## config.mk

```make
export PLATFORM = sky130hd
export DESIGN_NAME = stream_find_replace
export DESIGN_NICKNAME = d
export VERILOG_FILES = /design/src/rtl/sfr_pkg.sv /design/src/rtl/sfr_regs.sv /design/src/rtl/sfr_front.sv /design/src/rtl/sfr_queue.sv /design/src/rtl/sfr_back.sv /design/src/rtl/stream_find_replace.sv
export SDC_FILE = /design/constraint.sdc
export NUM_CORES = 1
export LEC_CHECK = 0
export ABC_AREA = 1
export BUFFER_PORTS_ARGS = -buffer_cell sky130_fd_sc_hd__buf_2
export CAP_MARGIN = 20
export CORE_UTILIZATION = 58
export CTS_CLUSTER_SIZE = 30
export DETAILED_ROUTE_END_ITERATION = 6
export GPL_TIMING_DRIVEN = 0
export PLACE_DENSITY_LB_ADDON = 0.25
export SKIP_CTS_REPAIR_TIMING = 1
export SYNTH_ARGS = -nofsm -noshare
export SYNTH_HDL_FRONTEND = slang
export SYNTH_SLANG_ARGS = --single-unit
export TNS_END_PERCENT = 10
```

## constraint.sdc

```tcl
create_clock -name clk -period 7.55 [get_ports clk]
set_clock_uncertainty 0.2 [all_clocks]
set_input_delay 1.1325 -clock clk [delete_from_list [all_inputs] [get_ports clk]]
set_output_delay 1.1325 -clock clk [all_outputs]
set_load 0.03 [all_outputs]
```

## src/rtl/sfr_pkg.sv

```systemverilog
// ----------------------------------------------------------------------------
// sfr_pkg
// Shared types and constants of the stream find-and-replace block.
// ----------------------------------------------------------------------------
`default_nettype none

package sfr_pkg;

    // field and register widths, queue depth
    localparam int BYTE_W      = 8;
    localparam int LEN_W       = 5;
    localparam int REG_BYTES   = 16;
    localparam int CFG_DATA_W  = 64;
    localparam int CFG_ADDR_W  = 6;
    localparam int QUEUE_DEPTH = 4;

    // configuration register indexes (byte address = 8 * index)
    typedef enum logic [2:0] {
        REG_PLEN   = 3'd0,
        REG_PAT_LO = 3'd1,
        REG_PAT_HI = 3'd2,
        REG_RLEN   = 3'd3,
        REG_REP_LO = 3'd4,
        REG_REP_HI = 3'd5
    } reg_idx_t;

    // configuration as seen by the datapath, lengths already clamped
    typedef struct packed {
        logic [REG_BYTES-1:0][BYTE_W-1:0] pat;
        logic [REG_BYTES-1:0][BYTE_W-1:0] rep;
        logic [LEN_W-1:0]                 plen;
        logic [LEN_W-1:0]                 rlen;
    } sfr_cfg_t;

    // command kinds passed from the front to the back
    typedef enum logic [1:0] {
        CMD_BYTE = 2'd0,
        CMD_REPL = 2'd1,
        CMD_MARK = 2'd2
    } cmd_kind_t;

    // one queued command
    typedef struct packed {
        cmd_kind_t         kind;
        logic [BYTE_W-1:0] data;
        logic              last;
        logic              eos;
    } sfr_cmd_t;

    // front state machine
    typedef enum logic {
        FR_IDLE = 1'b0,
        FR_SCAN = 1'b1
    } front_state_t;

endpackage

`default_nettype wire

```

## src/rtl/sfr_regs.sv

```systemverilog
// ----------------------------------------------------------------------------
// sfr_regs
// APB register file holding pattern and replacement, lengths clamped for use.
// ----------------------------------------------------------------------------
`default_nettype none

module sfr_regs #(
    parameter int PAT_LIM = 16,
    parameter int REP_LIM = 16
) (
    input  logic                             clk,
    input  logic                             rst_n,
    input  logic                             psel,
    input  logic                             penable,
    input  logic                             pwrite,
    input  logic [sfr_pkg::CFG_ADDR_W-1:0]   paddr,
    input  logic [sfr_pkg::CFG_DATA_W-1:0]   pwdata,
    output logic [sfr_pkg::CFG_DATA_W-1:0]   prdata,
    output logic                             pready,
    output sfr_pkg::sfr_cfg_t                cfg
);
    import sfr_pkg::*;

    localparam logic [LEN_W-1:0] PLIM = LEN_W'(PAT_LIM < REG_BYTES ? PAT_LIM : REG_BYTES);
    localparam logic [LEN_W-1:0] RLIM = LEN_W'(REP_LIM < REG_BYTES ? REP_LIM : REG_BYTES);

    logic [LEN_W-1:0]      plen_reg;
    logic [LEN_W-1:0]      rlen_reg;
    logic [CFG_DATA_W-1:0] pat_lo_reg;
    logic [CFG_DATA_W-1:0] pat_hi_reg;
    logic [CFG_DATA_W-1:0] rep_lo_reg;
    logic [CFG_DATA_W-1:0] rep_hi_reg;
    logic                  wr_en;
    reg_idx_t              reg_sel;

    assign pready  = 1'b1;
    assign wr_en   = psel & penable & pwrite & pready;
    assign reg_sel = reg_idx_t'(paddr[CFG_ADDR_W-1:3]);

    // register writes
    always_ff @(posedge clk or negedge rst_n)
    begin
        if (!rst_n)
        begin
            plen_reg   <= '0;
            rlen_reg   <= '0;
            pat_lo_reg <= '0;
            pat_hi_reg <= '0;
            rep_lo_reg <= '0;
            rep_hi_reg <= '0;
        end
        else if (wr_en)
        begin
            unique case (reg_sel)
                REG_PLEN:   plen_reg   <= pwdata[LEN_W-1:0];
                REG_PAT_LO: pat_lo_reg <= pwdata;
                REG_PAT_HI: pat_hi_reg <= pwdata;
                REG_RLEN:   rlen_reg   <= pwdata[LEN_W-1:0];
                REG_REP_LO: rep_lo_reg <= pwdata;
                REG_REP_HI: rep_hi_reg <= pwdata;
                default:    ;
            endcase
        end
    end

    // read mux
    always_comb
    begin
        unique case (reg_sel)
            REG_PLEN:   prdata = CFG_DATA_W'(plen_reg);
            REG_PAT_LO: prdata = pat_lo_reg;
            REG_PAT_HI: prdata = pat_hi_reg;
            REG_RLEN:   prdata = CFG_DATA_W'(rlen_reg);
            REG_REP_LO: prdata = rep_lo_reg;
            REG_REP_HI: prdata = rep_hi_reg;
            default:    prdata = '0;
        endcase
    end

    // datapath view, lengths limited to what the window and registers hold
    assign cfg.pat  = {pat_hi_reg, pat_lo_reg};
    assign cfg.rep  = {rep_hi_reg, rep_lo_reg};
    assign cfg.plen = (plen_reg > PLIM) ? PLIM : plen_reg;
    assign cfg.rlen = (rlen_reg > RLIM) ? RLIM : rlen_reg;

endmodule

`default_nettype wire

```

## src/rtl/sfr_front.sv

```systemverilog
// ----------------------------------------------------------------------------
// sfr_front
// Accepts input bytes, keeps the match window and turns each byte into
// commands for the back: released bytes, a replacement run or an end marker.
// ----------------------------------------------------------------------------
`default_nettype none

module sfr_front #(
    parameter int WIN = 16
) (
    input  logic                          clk,
    input  logic                          rst_n,
    input  logic                          s_tvalid,
    output logic                          s_tready,
    input  logic [sfr_pkg::BYTE_W-1:0]    s_tdata,
    input  logic                          s_tlast,
    input  sfr_pkg::sfr_cfg_t             cfg,
    output logic                          push,
    output sfr_pkg::sfr_cmd_t             push_cmd,
    input  logic                          q_full
);
    import sfr_pkg::*;

    localparam int IW = (WIN > 1) ? $clog2(WIN) : 1;

    function automatic sfr_cmd_t make_cmd(cmd_kind_t k, logic [BYTE_W-1:0] d,
                                          logic l, logic e);
        sfr_cmd_t c;
        c.kind = k;
        c.data = d;
        c.last = l;
        c.eos  = e;
        return c;
    endfunction

    logic [BYTE_W-1:0] win_reg [WIN];
    logic [LEN_W-1:0]  cnt_reg, cnt_next;
    front_state_t      state_reg, state_next;
    logic              eos_reg, eos_next;
    logic              first_reg, first_next;
    logic              held_vld_reg, held_vld_next;
    sfr_cmd_t          held_reg, held_next;

    logic              pfx;
    logic              is_match;
    logic              must_rel;
    logic              want;
    logic              do_accept;
    logic              do_shift;
    sfr_cmd_t          fin_cmd;

    // window is a prefix of the pattern over its pending bytes
    always_comb
    begin
        pfx = 1'b1;
        for (int i = 0; i < WIN; i++)
        begin
            if ((LEN_W'(i) < cnt_reg) && (win_reg[i] != cfg.pat[i]))
                pfx = 1'b0;
        end
    end

    assign is_match = first_reg && (cnt_reg == cfg.plen) && pfx;
    assign must_rel = (cnt_reg != '0) && (eos_reg || !((cnt_reg < cfg.plen) && pfx));

    // state register
    always_ff @(posedge clk or negedge rst_n)
    begin
        if (!rst_n)
        begin
            state_reg    <= FR_IDLE;
            cnt_reg      <= '0;
            eos_reg      <= 1'b0;
            first_reg    <= 1'b0;
            held_vld_reg <= 1'b0;
        end
        else
        begin
            state_reg    <= state_next;
            cnt_reg      <= cnt_next;
            eos_reg      <= eos_next;
            first_reg    <= first_next;
            held_vld_reg <= held_vld_next;
        end
    end

    // held command and window bytes
    always_ff @(posedge clk)
    begin
        held_reg <= held_next;
        if (do_accept)
            win_reg[cnt_reg[IW-1:0]] <= s_tdata;
        else if (do_shift)
        begin
            for (int i = 0; i < WIN - 1; i++)
                win_reg[i] <= win_reg[i + 1];
        end
    end

    // next state and command generation
    always_comb
    begin
        state_next    = state_reg;
        cnt_next      = cnt_reg;
        eos_next      = eos_reg;
        first_next    = first_reg;
        held_vld_next = held_vld_reg;
        held_next     = held_reg;
        push          = 1'b0;
        push_cmd      = held_reg;
        s_tready      = 1'b0;
        do_accept     = 1'b0;
        do_shift      = 1'b0;
        want          = 1'b0;
        fin_cmd       = make_cmd(CMD_MARK, '0, 1'b1, eos_reg);

        unique case (state_reg)
            FR_IDLE:
            begin
                s_tready = 1'b1;
                if (s_tvalid)
                begin
                    do_accept  = 1'b1;
                    cnt_next   = cnt_reg + 1'b1;
                    eos_next   = s_tlast;
                    first_next = 1'b1;
                    state_next = FR_SCAN;
                end
            end
            FR_SCAN:
            begin
                if (is_match)
                begin
                    // whole pattern seen: a replacement run unless rlen is zero, window empties
                    if (cfg.rlen != '0)
                    begin
                        fin_cmd = make_cmd(CMD_REPL, '0, 1'b1, eos_reg);
                        want    = 1'b1;
                    end
                    else if (eos_reg)
                        want = 1'b1;
                    if (!want || !q_full)
                    begin
                        push       = want;
                        push_cmd   = fin_cmd;
                        cnt_next   = '0;
                        first_next = 1'b0;
                        state_next = FR_IDLE;
                    end
                end
                else if (must_rel)
                begin
                    // release the front byte, the one before it goes out
                    if (!held_vld_reg || !q_full)
                    begin
                        push          = held_vld_reg;
                        push_cmd      = held_reg;
                        held_next     = make_cmd(CMD_BYTE, win_reg[0], 1'b0, 1'b0);
                        held_vld_next = 1'b1;
                        do_shift      = 1'b1;
                        cnt_next      = cnt_reg - 1'b1;
                        first_next    = 1'b0;
                    end
                end
                else
                begin
                    // run complete: mark its final command
                    if (held_vld_reg)
                    begin
                        fin_cmd = make_cmd(held_reg.kind, held_reg.data, 1'b1, eos_reg);
                        want    = 1'b1;
                    end
                    else if (eos_reg)
                        want = 1'b1;
                    if (!want || !q_full)
                    begin
                        push          = want;
                        push_cmd      = fin_cmd;
                        held_vld_next = 1'b0;
                        first_next    = 1'b0;
                        state_next    = FR_IDLE;
                    end
                end
            end
            default:
            begin
                state_next = FR_IDLE;
            end
        endcase
    end

endmodule

`default_nettype wire

```

## src/rtl/sfr_queue.sv

```systemverilog
// ----------------------------------------------------------------------------
// sfr_queue
// Short command queue between the front and the back.
// ----------------------------------------------------------------------------
`default_nettype none

module sfr_queue (
    input  logic                 clk,
    input  logic                 rst_n,
    input  logic                 push,
    input  sfr_pkg::sfr_cmd_t    push_cmd,
    output logic                 full,
    input  logic                 pop,
    output logic                 head_vld,
    output sfr_pkg::sfr_cmd_t    head
);
    import sfr_pkg::*;

    localparam int PW = $clog2(QUEUE_DEPTH);

    sfr_cmd_t       mem_reg [QUEUE_DEPTH];
    logic [PW-1:0]  wr_ptr_reg;
    logic [PW-1:0]  rd_ptr_reg;
    logic [PW:0]    fill_reg;
    logic           do_push;
    logic           do_pop;

    assign full     = (fill_reg == (PW + 1)'(QUEUE_DEPTH));
    assign head_vld = (fill_reg != '0);
    assign head     = mem_reg[rd_ptr_reg];
    assign do_push  = push && !full;
    assign do_pop   = pop && head_vld;

    // pointers and fill level
    always_ff @(posedge clk or negedge rst_n)
    begin
        if (!rst_n)
        begin
            wr_ptr_reg <= '0;
            rd_ptr_reg <= '0;
            fill_reg   <= '0;
        end
        else
        begin
            if (do_push)
                wr_ptr_reg <= wr_ptr_reg + 1'b1;
            if (do_pop)
                rd_ptr_reg <= rd_ptr_reg + 1'b1;
            if (do_push && !do_pop)
                fill_reg <= fill_reg + 1'b1;
            else if (do_pop && !do_push)
                fill_reg <= fill_reg - 1'b1;
        end
    end

    // entry storage
    always_ff @(posedge clk)
    begin
        if (do_push)
            mem_reg[wr_ptr_reg] <= push_cmd;
    end

endmodule

`default_nettype wire

```

## src/rtl/sfr_back.sv

```systemverilog
// ----------------------------------------------------------------------------
// sfr_back
// Expands queued commands into result requests and holds them in the
// output register until taken.
// ----------------------------------------------------------------------------
`default_nettype none

module sfr_back (
    input  logic                          clk,
    input  logic                          rst_n,
    input  logic                          q_vld,
    input  sfr_pkg::sfr_cmd_t             q_head,
    output logic                          pop,
    input  sfr_pkg::sfr_cfg_t             cfg,
    output logic                          m_tvalid,
    input  logic                          m_tready,
    output logic [sfr_pkg::BYTE_W-1:0]    m_tdata,
    output logic [1:0]                    m_tuser,
    output logic                          m_tlast
);
    import sfr_pkg::*;

    logic              cur_vld_reg;
    sfr_cmd_t          cur_reg;
    logic [LEN_W-2:0]  ridx_reg;
    logic              m_vld_reg;
    logic [BYTE_W-1:0] data_reg;
    logic [1:0]        user_reg;
    logic              eos_reg;

    logic              slot_free;
    logic              run_end;
    logic              emit;
    logic [BYTE_W-1:0] res_data;
    logic              res_bvalid;
    logic              res_last;

    assign slot_free = !m_vld_reg || m_tready;
    assign run_end   = (cur_reg.kind != CMD_REPL) ||
                       ({1'b0, ridx_reg} == (cfg.rlen - 1'b1));
    assign emit      = cur_vld_reg && slot_free;
    assign pop       = q_vld && (!cur_vld_reg || (emit && run_end));
    assign res_last  = cur_reg.last && run_end;

    // result byte for the current command
    always_comb
    begin
        unique case (cur_reg.kind)
            CMD_BYTE:
            begin
                res_data   = cur_reg.data;
                res_bvalid = 1'b1;
            end
            CMD_REPL:
            begin
                res_data   = cfg.rep[ridx_reg];
                res_bvalid = 1'b1;
            end
            default:
            begin
                res_data   = '0;
                res_bvalid = 1'b0;
            end
        endcase
    end

    // control state
    always_ff @(posedge clk or negedge rst_n)
    begin
        if (!rst_n)
        begin
            cur_vld_reg <= 1'b0;
            m_vld_reg   <= 1'b0;
        end
        else
        begin
            if (pop)
                cur_vld_reg <= 1'b1;
            else if (emit && run_end)
                cur_vld_reg <= 1'b0;
            if (emit)
                m_vld_reg <= 1'b1;
            else if (m_tready)
                m_vld_reg <= 1'b0;
        end
    end

    // command and output payload
    always_ff @(posedge clk)
    begin
        if (pop)
        begin
            cur_reg  <= q_head;
            ridx_reg <= '0;
        end
        else if (emit && !run_end)
            ridx_reg <= ridx_reg + 1'b1;
        if (emit)
        begin
            data_reg <= res_data;
            user_reg <= {res_last, res_bvalid};
            eos_reg  <= res_last && cur_reg.eos;
        end
    end

    assign m_tvalid = m_vld_reg;
    assign m_tdata  = data_reg;
    assign m_tuser  = user_reg;
    assign m_tlast  = eos_reg;

endmodule

`default_nettype wire

```

## src/rtl/stream_find_replace.sv

```systemverilog
// ----------------------------------------------------------------------------
// stream_find_replace
// Streaming find-and-replace of a configured byte pattern in a byte stream.
// ----------------------------------------------------------------------------
//   channel   | direction | payload
//   s_axis    | in        | tdata = in_byte, tlast = end_of_input
//   m_axis    | out       | tdata = out_byte, tuser = {last_of_run, byte_valid},
//             |           | tlast = end_of_output
//   apb       | in/out    | six registers at byte address 8*i, 64-bit data
//
// An input byte is accepted by the front and then scanned; each window byte that it releases
// goes through the release loop, which moves one byte per cycle while the queue has room.
// The back issues one result per cycle while the output is not stalled; a replacement run of
// r bytes holds it until all r are issued, and a four-entry command queue lets the front run
// ahead. Reset empties the window and clears the control and configuration registers; no
// clearing pass. A stalled output only stops the front once the queue is full.
// ----------------------------------------------------------------------------
`default_nettype none

module stream_find_replace #(
    parameter int MAX_PATTERN = 16,
    parameter int MAX_REPLACE = 16
) (
    input  logic                            clk,
    input  logic                            rst_n,
    input  logic                            s_axis_tvalid,
    output logic                            s_axis_tready,
    input  logic [sfr_pkg::BYTE_W-1:0]      s_axis_tdata,   // [7:0] in_byte
    input  logic                            s_axis_tlast,
    output logic                            m_axis_tvalid,
    input  logic                            m_axis_tready,
    output logic [sfr_pkg::BYTE_W-1:0]      m_axis_tdata,   // [7:0] out_byte
    output logic [1:0]                      m_axis_tuser,   // [0] byte_valid, [1] last_of_run
    output logic                            m_axis_tlast,
    input  logic                            psel,
    input  logic                            penable,
    input  logic                            pwrite,
    input  logic [sfr_pkg::CFG_ADDR_W-1:0]  paddr,
    input  logic [sfr_pkg::CFG_DATA_W-1:0]  pwdata,
    output logic [sfr_pkg::CFG_DATA_W-1:0]  prdata,
    output logic                            pready
);
    import sfr_pkg::*;

    localparam int WIN = (MAX_PATTERN < REG_BYTES) ? MAX_PATTERN : REG_BYTES;

    sfr_cfg_t cfg;
    logic     push;
    sfr_cmd_t push_cmd;
    logic     q_full;
    logic     pop;
    logic     q_vld;
    sfr_cmd_t q_head;

    // configuration registers
    sfr_regs #(
        .PAT_LIM (MAX_PATTERN),
        .REP_LIM (MAX_REPLACE)
    ) u_regs (
        .clk     (clk),
        .rst_n   (rst_n),
        .psel    (psel),
        .penable (penable),
        .pwrite  (pwrite),
        .paddr   (paddr),
        .pwdata  (pwdata),
        .prdata  (prdata),
        .pready  (pready),
        .cfg     (cfg)
    );

    // window and match decisions
    sfr_front #(
        .WIN (WIN)
    ) u_front (
        .clk      (clk),
        .rst_n    (rst_n),
        .s_tvalid (s_axis_tvalid),
        .s_tready (s_axis_tready),
        .s_tdata  (s_axis_tdata),
        .s_tlast  (s_axis_tlast),
        .cfg      (cfg),
        .push     (push),
        .push_cmd (push_cmd),
        .q_full   (q_full)
    );

    // command queue
    sfr_queue u_queue (
        .clk      (clk),
        .rst_n    (rst_n),
        .push     (push),
        .push_cmd (push_cmd),
        .full     (q_full),
        .pop      (pop),
        .head_vld (q_vld),
        .head     (q_head)
    );

    // result expansion and output register
    sfr_back u_back (
        .clk      (clk),
        .rst_n    (rst_n),
        .q_vld    (q_vld),
        .q_head   (q_head),
        .pop      (pop),
        .cfg      (cfg),
        .m_tvalid (m_axis_tvalid),
        .m_tready (m_axis_tready),
        .m_tdata  (m_axis_tdata),
        .m_tuser  (m_axis_tuser),
        .m_tlast  (m_axis_tlast)
    );

endmodule

`default_nettype wire

```

# ---- Word-level counts from Yosys, hierarchy flattened
# Memory sizes are Yosys's and may differ from the RTL's. A register that Yosys moved wholly into a read port is not among the register bits.
# Cells that the tools add are included.
dict set report totals {
  reg_bits 307
  ramBits 176
  inputBits 86
  out_inout_bits 78
  wordCells 244
  memories 2
}
dict set report op_classes {
  add_sub_neg 8
  n_lt_le_gt_ge 20
  eq_ne 33
  mux 87
  bitwise 4
  reduce_logical 69
}
# name words word_bits rd rd_ports_with_merged_regs wr line
set mem_list {}
lappend mem_list {u_front.win_reg 16 8 16 0 15 sfr_front.sv:36} ;# logic [BYTE_W-1:0] win_reg [WIN];
lappend mem_list {u_queue.mem_reg 4 12 1 1 1 sfr_queue.sv:21} ;# sfr_cmd_t mem_reg [QUEUE_DEPTH];
# op count
set op_table {}
lappend op_table {{$pmux 64 s6} 1}
lappend op_table {{$ne 8x8->1} 16}
lappend op_table {{$mux 12} 7}
lappend op_table {{$mux 1} 62}
lappend op_table {{$lt 4x5->1 const A} 8}
lappend op_table {{$mux 5} 7}
lappend op_table {{$bmux 8 s4} 1}
lappend op_table {{$logic_and 1x1->1} 30}
lappend op_table {{$lt 3x5->1 const A} 4}
lappend op_table {{$mux 8} 2}
lappend op_table {{$pmux 8 s2} 1}
lappend op_table {{$reduce_and 4->1} 4}
lappend op_table {{$reduce_and 2->1} 7}
lappend op_table {{$gt 5x5->1 const B} 2}
lappend op_table {{$logic_not 1->1} 10}
lappend op_table {{$lt 1x5->1 const A} 2}
lappend op_table {{$lt 2x5->1 const A} 2}
lappend op_table {{$pmux 5 s2} 1}
lappend op_table {{$reduce_bool 5->1} 2}
lappend op_table {{$sub 5x1->5 const B} 2}
lappend op_table {{$eq 3x3->1 const B} 3}
lappend op_table {{$ne 3x3->1 const B} 3}
lappend op_table {{$ne 4x4->1 const B} 2}
lappend op_table {{$reduce_bool 2->1} 4}
lappend op_table {{other kinds (25)} 38}

# ---- Logic depth before layout (Yosys ltp)
# An unclocked memory read counts as a cell.
dict set report depth {
  depth_word 37
  ltp_mapped 23
}

# ---- Modules after synthesis
# Synthesis repeated with hierarchy kept, for this count alone.
dict set report hier_totals {
  cells_unflattened 3145
  hier_area_um2 26066.2
}
# module n_inst cells_each area_per_inst_um2 seq_area_each_um2
set modules_own_cells {}
lappend modules_own_cells {sfr_regs 1 1600 12826.1 6656.4}
lappend modules_own_cells {sfr_front 1 957 8266.7 4309.1}
lappend modules_own_cells {sfr_back 1 388 2549.9 820.8}
lappend modules_own_cells {sfr_queue 1 200 2423.6 1616.6}

# ---- Least setup slack after synthesis
# Ideal clock, no wire load.
dict set report synth_timing {
  path_kind {input-to-output}
  from {in paddr[5] in the netlist's numbering}
  to {out prdata[20] in the netlist's numbering}
  arrival_ns 2.661
  required_time_ns 6.218
  path_slack_ns 3.557
  path_stages 5
  n_path_buf 2
  cell_sequence {nor3_1 clkbuf_1 inv_1 clkbuf_1 o21ai_0}
}
dict set report synth_between {
  elab_chain_cells 2
  elab_cells_between_ends 7
  classes_between {5 x eq/ne; 1 x mux; 1 x reduce/logical}
}
# element line
set synth_rtl {}
lappend synth_rtl {{start, declared} stream_find_replace.sv:38} ;# input logic [sfr_pkg::CFG_ADDR_W-1:0] paddr,
lappend synth_rtl {{$eq 3x3->1 (tied with other cells)} sfr_regs.sv:69} ;# unique case (reg_sel)
lappend synth_rtl {{$pmux 64 s6 (*)} sfr_regs.sv:69}
lappend synth_rtl {{end, declared} stream_find_replace.sv:40} ;# output logic [sfr_pkg::CFG_DATA_W-1:0] prdata,
# Mark *: on every way between the ends. The rest lies on a longest branch, timed or not.

# ---- Final worst setup path
# Ends and elaborated chain as after synthesis.

==> results.ini <==
[worst_setup_path]
crit_required_ns=6.22
cp_max_fo=10
critical_path_class=primary input to output pin
cp.arrival_ns=3.69
end_kind=output pin
startpoint_type=primary input

[timing]
worstMarginPinSlew_ns=1.12
final_hold_viol_count=0
slew_viol_final=0
max_slew_margin=0.251
fin_crit_sh=0.665
period_needed_ns=5.02
rsz0062_at_grt=false
setup_viol=0
fin_tns_setup_ns=0
hold_slack_ns=0.167
max_freq_mhz=199
setup_slack_ns=2.53

[detailed_routing]
via_per_inst=6.17
drt-pass1-iter-count=6
ant_nets=0
num_vias=21800
routedWlPerCell_um=26.1
first_iter_violations=3283
drc_errors=0
wirelength_um=92200

[placed_design]
placed_cell_area_mm2=0.0258
hpwl_um=70800
place_congestion=1.11
port_buffers=159
pre_cts_ws_ns=2.68

[pwr]
p_per_area_mw_per_mm2=433
irDropWorstVdd_mv=0.665
cellLeakagePower_nw=12.8

[logic_synthesis]
ys_ff_latch=495
syn_area_mm2=0.0242
ys_seq_area_frac=0.555
synth_nets=2821
yosysUniqueCellTypes=48
synthCells=2718
yosysWarnings=0
syn_area_per_cell_um2=8.89

[die]
die_w_um=206
io_pins=164
start_util=0.591
core-area_mm2=0.0409
die_y_um=206
dieArea_mm2=0.0425
rows=74

[cts]
cts_max_path_buffers=3
cts_num_sinks=495
cts_tree=built
root_buffer=clkbuf_16
cts-htree-levels=2
numCtsBuffers=53
worstSkewPairLatency_ns=0.64
clk_pin_slew_ns=0.06

[cells_and_area]
largest_reg_flops=128
syn_to_final_growth_pct=13.9
final_cell_area_mm2=0.0275
drive_gt1_frac=0.116
fin_nets=3056
final_util=0.673

[worst_hold_path]
hold_path.class=primary input to async pin

[job]
drv_cap=0

[global_route]
grt_pass1_wl_um=132000
grt_overflow=0
grt_pass1_vias=20100
antenna_found_initial=3
grtUsageTotal=0.440
grt_max_degree=117

[run_status]
status=finished clean

[Yosys cell counts (all sizes together)]
| cell type | number | area, µm² |
|---|---|---|
| a211o | 41 | 359 |
| nand4 | 18 | 113 |
| xor2 | 9 | 78.8 |
| a21boi | 1 | 7.51 |
| ha | 16 | 200 |
| edfxtp | 207 | 6220 |
| a31oi | 1 | 6.26 |
| conb | 1 | 3.75 |
| a211oi | 2 | 15.0 |
| buf | 44 | 258 |
| clkbuf | 93 | 349 |
| and2 | 1 | 6.26 |
| nor2 | 194 | 752 |
| nor4 | 1 | 6.26 |
| o211ai | 2 | 15.0 |
| a311oi | 1 | 8.76 |
| or2 | 4 | 27.5 |
| a21oi | 104 | 521 |
| fa | 1 | 20.0 |
| o21ai | 390 | 1960 |
| nor3 | 5 | 25.0 |
| o211a | 1 | 10.0 |
| o22ai | 78 | 488 |
| dfxtp | 4 | 80.1 |
| and3 | 1 | 6.26 |
| clkinv | 4 | 15.0 |
| inv | 335 | 1260 |
| nand2 | 667 | 2580 |
| mux2 | 41 | 462 |
| o41ai | 8 | 70.1 |
| o221ai | 3 | 26.3 |
| xnor2 | 87 | 762 |
| nand3 | 69 | 358 |
| dfrtp | 284 | 7110 |
[worst max-delay path, cell delays in order]
cell and delay, ns:
buf_2 0.12, nor3_1 0.28, clkbuf_1 0.51, inv_1 0.36, clkbuf_1 0.36, o21ai_0 0.60
buf_2 0.31
[area by class of cell]
class                   count  area (µm²)
well taps                 532         666
flip-flops and latches    495       13400
multi-input cells        1747        8890
plain buffers             137         607
diodes                      2        5.00
inverters                 339        1270
clock inverters            23         248
clock buffers              75        1450
repair buffers            180        1000
fillers                  3294       13400
[path summary, 6_finish.rpt]
path / start / end / slack (ns) / depth (start not counted)
worst max-delay path: paddr[5] / prdata[20] / 2.53 / 7
worst min-delay path: rst_n / u_regs.pat_hi_reg[44]$_DFFE_PN0P_ / 0.17 / 1
worst max register to register: u_front.win_reg[14][3]$_DFFE_PP_ / u_queue.fill_reg[1]$_DFFE_PN0P_ / 3.49 / 18
worst min register to register: u_front.win_reg[0][4]$_DFFE_PP_ / u_front.held_reg[6]$_DFFE_PP_ / 0.26 / 0
max in group asynchronous: rst_n / u_regs.rep_hi_reg[4]$_DFFE_PN0P_ / 5.40 / 4
min in group clk: u_front.win_reg[0][4]$_DFFE_PP_ / u_front.held_reg[6]$_DFFE_PP_ / 0.26 / 0
[cell usage in the layout, fill, tap and decap left out, types with 3 or more instances in the layout]
master and instances:
nand2_1 656, nor3_1 5, mux2_2 41, dfrtp_1 284, o21ai_1 23, clkinv_1 8
buf_1 17, nor2_1 192, ha_1 16, bufinv_16 4, dfxtp_1 4, buf_2 182
clkinv_2 8, inv_1 329, nand4_1 18, nand2_4 9, nand3_1 68, edfxtp_1 207
o221ai_1 3, buf_6 4, clkbuf_8 4, o21ai_0 364, buf_4 14, clkbuf_16 53
inv_2 6, o22ai_1 78, o41ai_1 8, buf_16 3, xor2_1 9, o21ai_2 3
clkbuf_1 111, clkinvlp_4 3, a211o_1 41, a21oi_1 104, xnor2_1 87
[metal layers]
layer  wire length [µm]  share of wire  track usage  vias up
li1                   -              -            -     9423
met1              34900           0.38        0.604    10500
met2              39400           0.43        0.643     1614
met3              13100           0.14        0.130      269
met4               4740          0.051        0.205        0
met5                  0              0            0        -
[cells by family after synthesis]
| kind of cell | count (synthesis) | synth area share |
|---|---|---|
| AOI/OAI and AO/OA | 632 | 0.144 |
| xor gates and xnor gates | 96 | 0.0348 |
| adders and majority gates | 17 | 0.00911 |
| buffers and inverters | 476 | 0.0778 |
| DFF | 495 | 0.555 |
| muxes | 41 | 0.0191 |
| other | 1 | 0.000155 |
| and+or+nand+nor | 960 | 0.160 |
[metrics by stage]
step | power (mW) | instances
floorplan | 7.48 | 2718
global placement | 8.95 | 3409
detailed placement | 9.12 | 3421
CTS | 11.7 | 3519
global route | 12.4 | 3530
finish | 11.9 | 3530
[where the power goes]
group | leakage (nW) | switching (mW) | total [mW] | internal, mW
logic | 6.64 | 3.09 | 4.45 | 1.36
clock network | 0.820 | 1.13 | 2.61 | 1.48
registers | 5.38 | 0.673 | 4.86 | 4.19
Note: power is estimated with default switching activity, not from simulation.
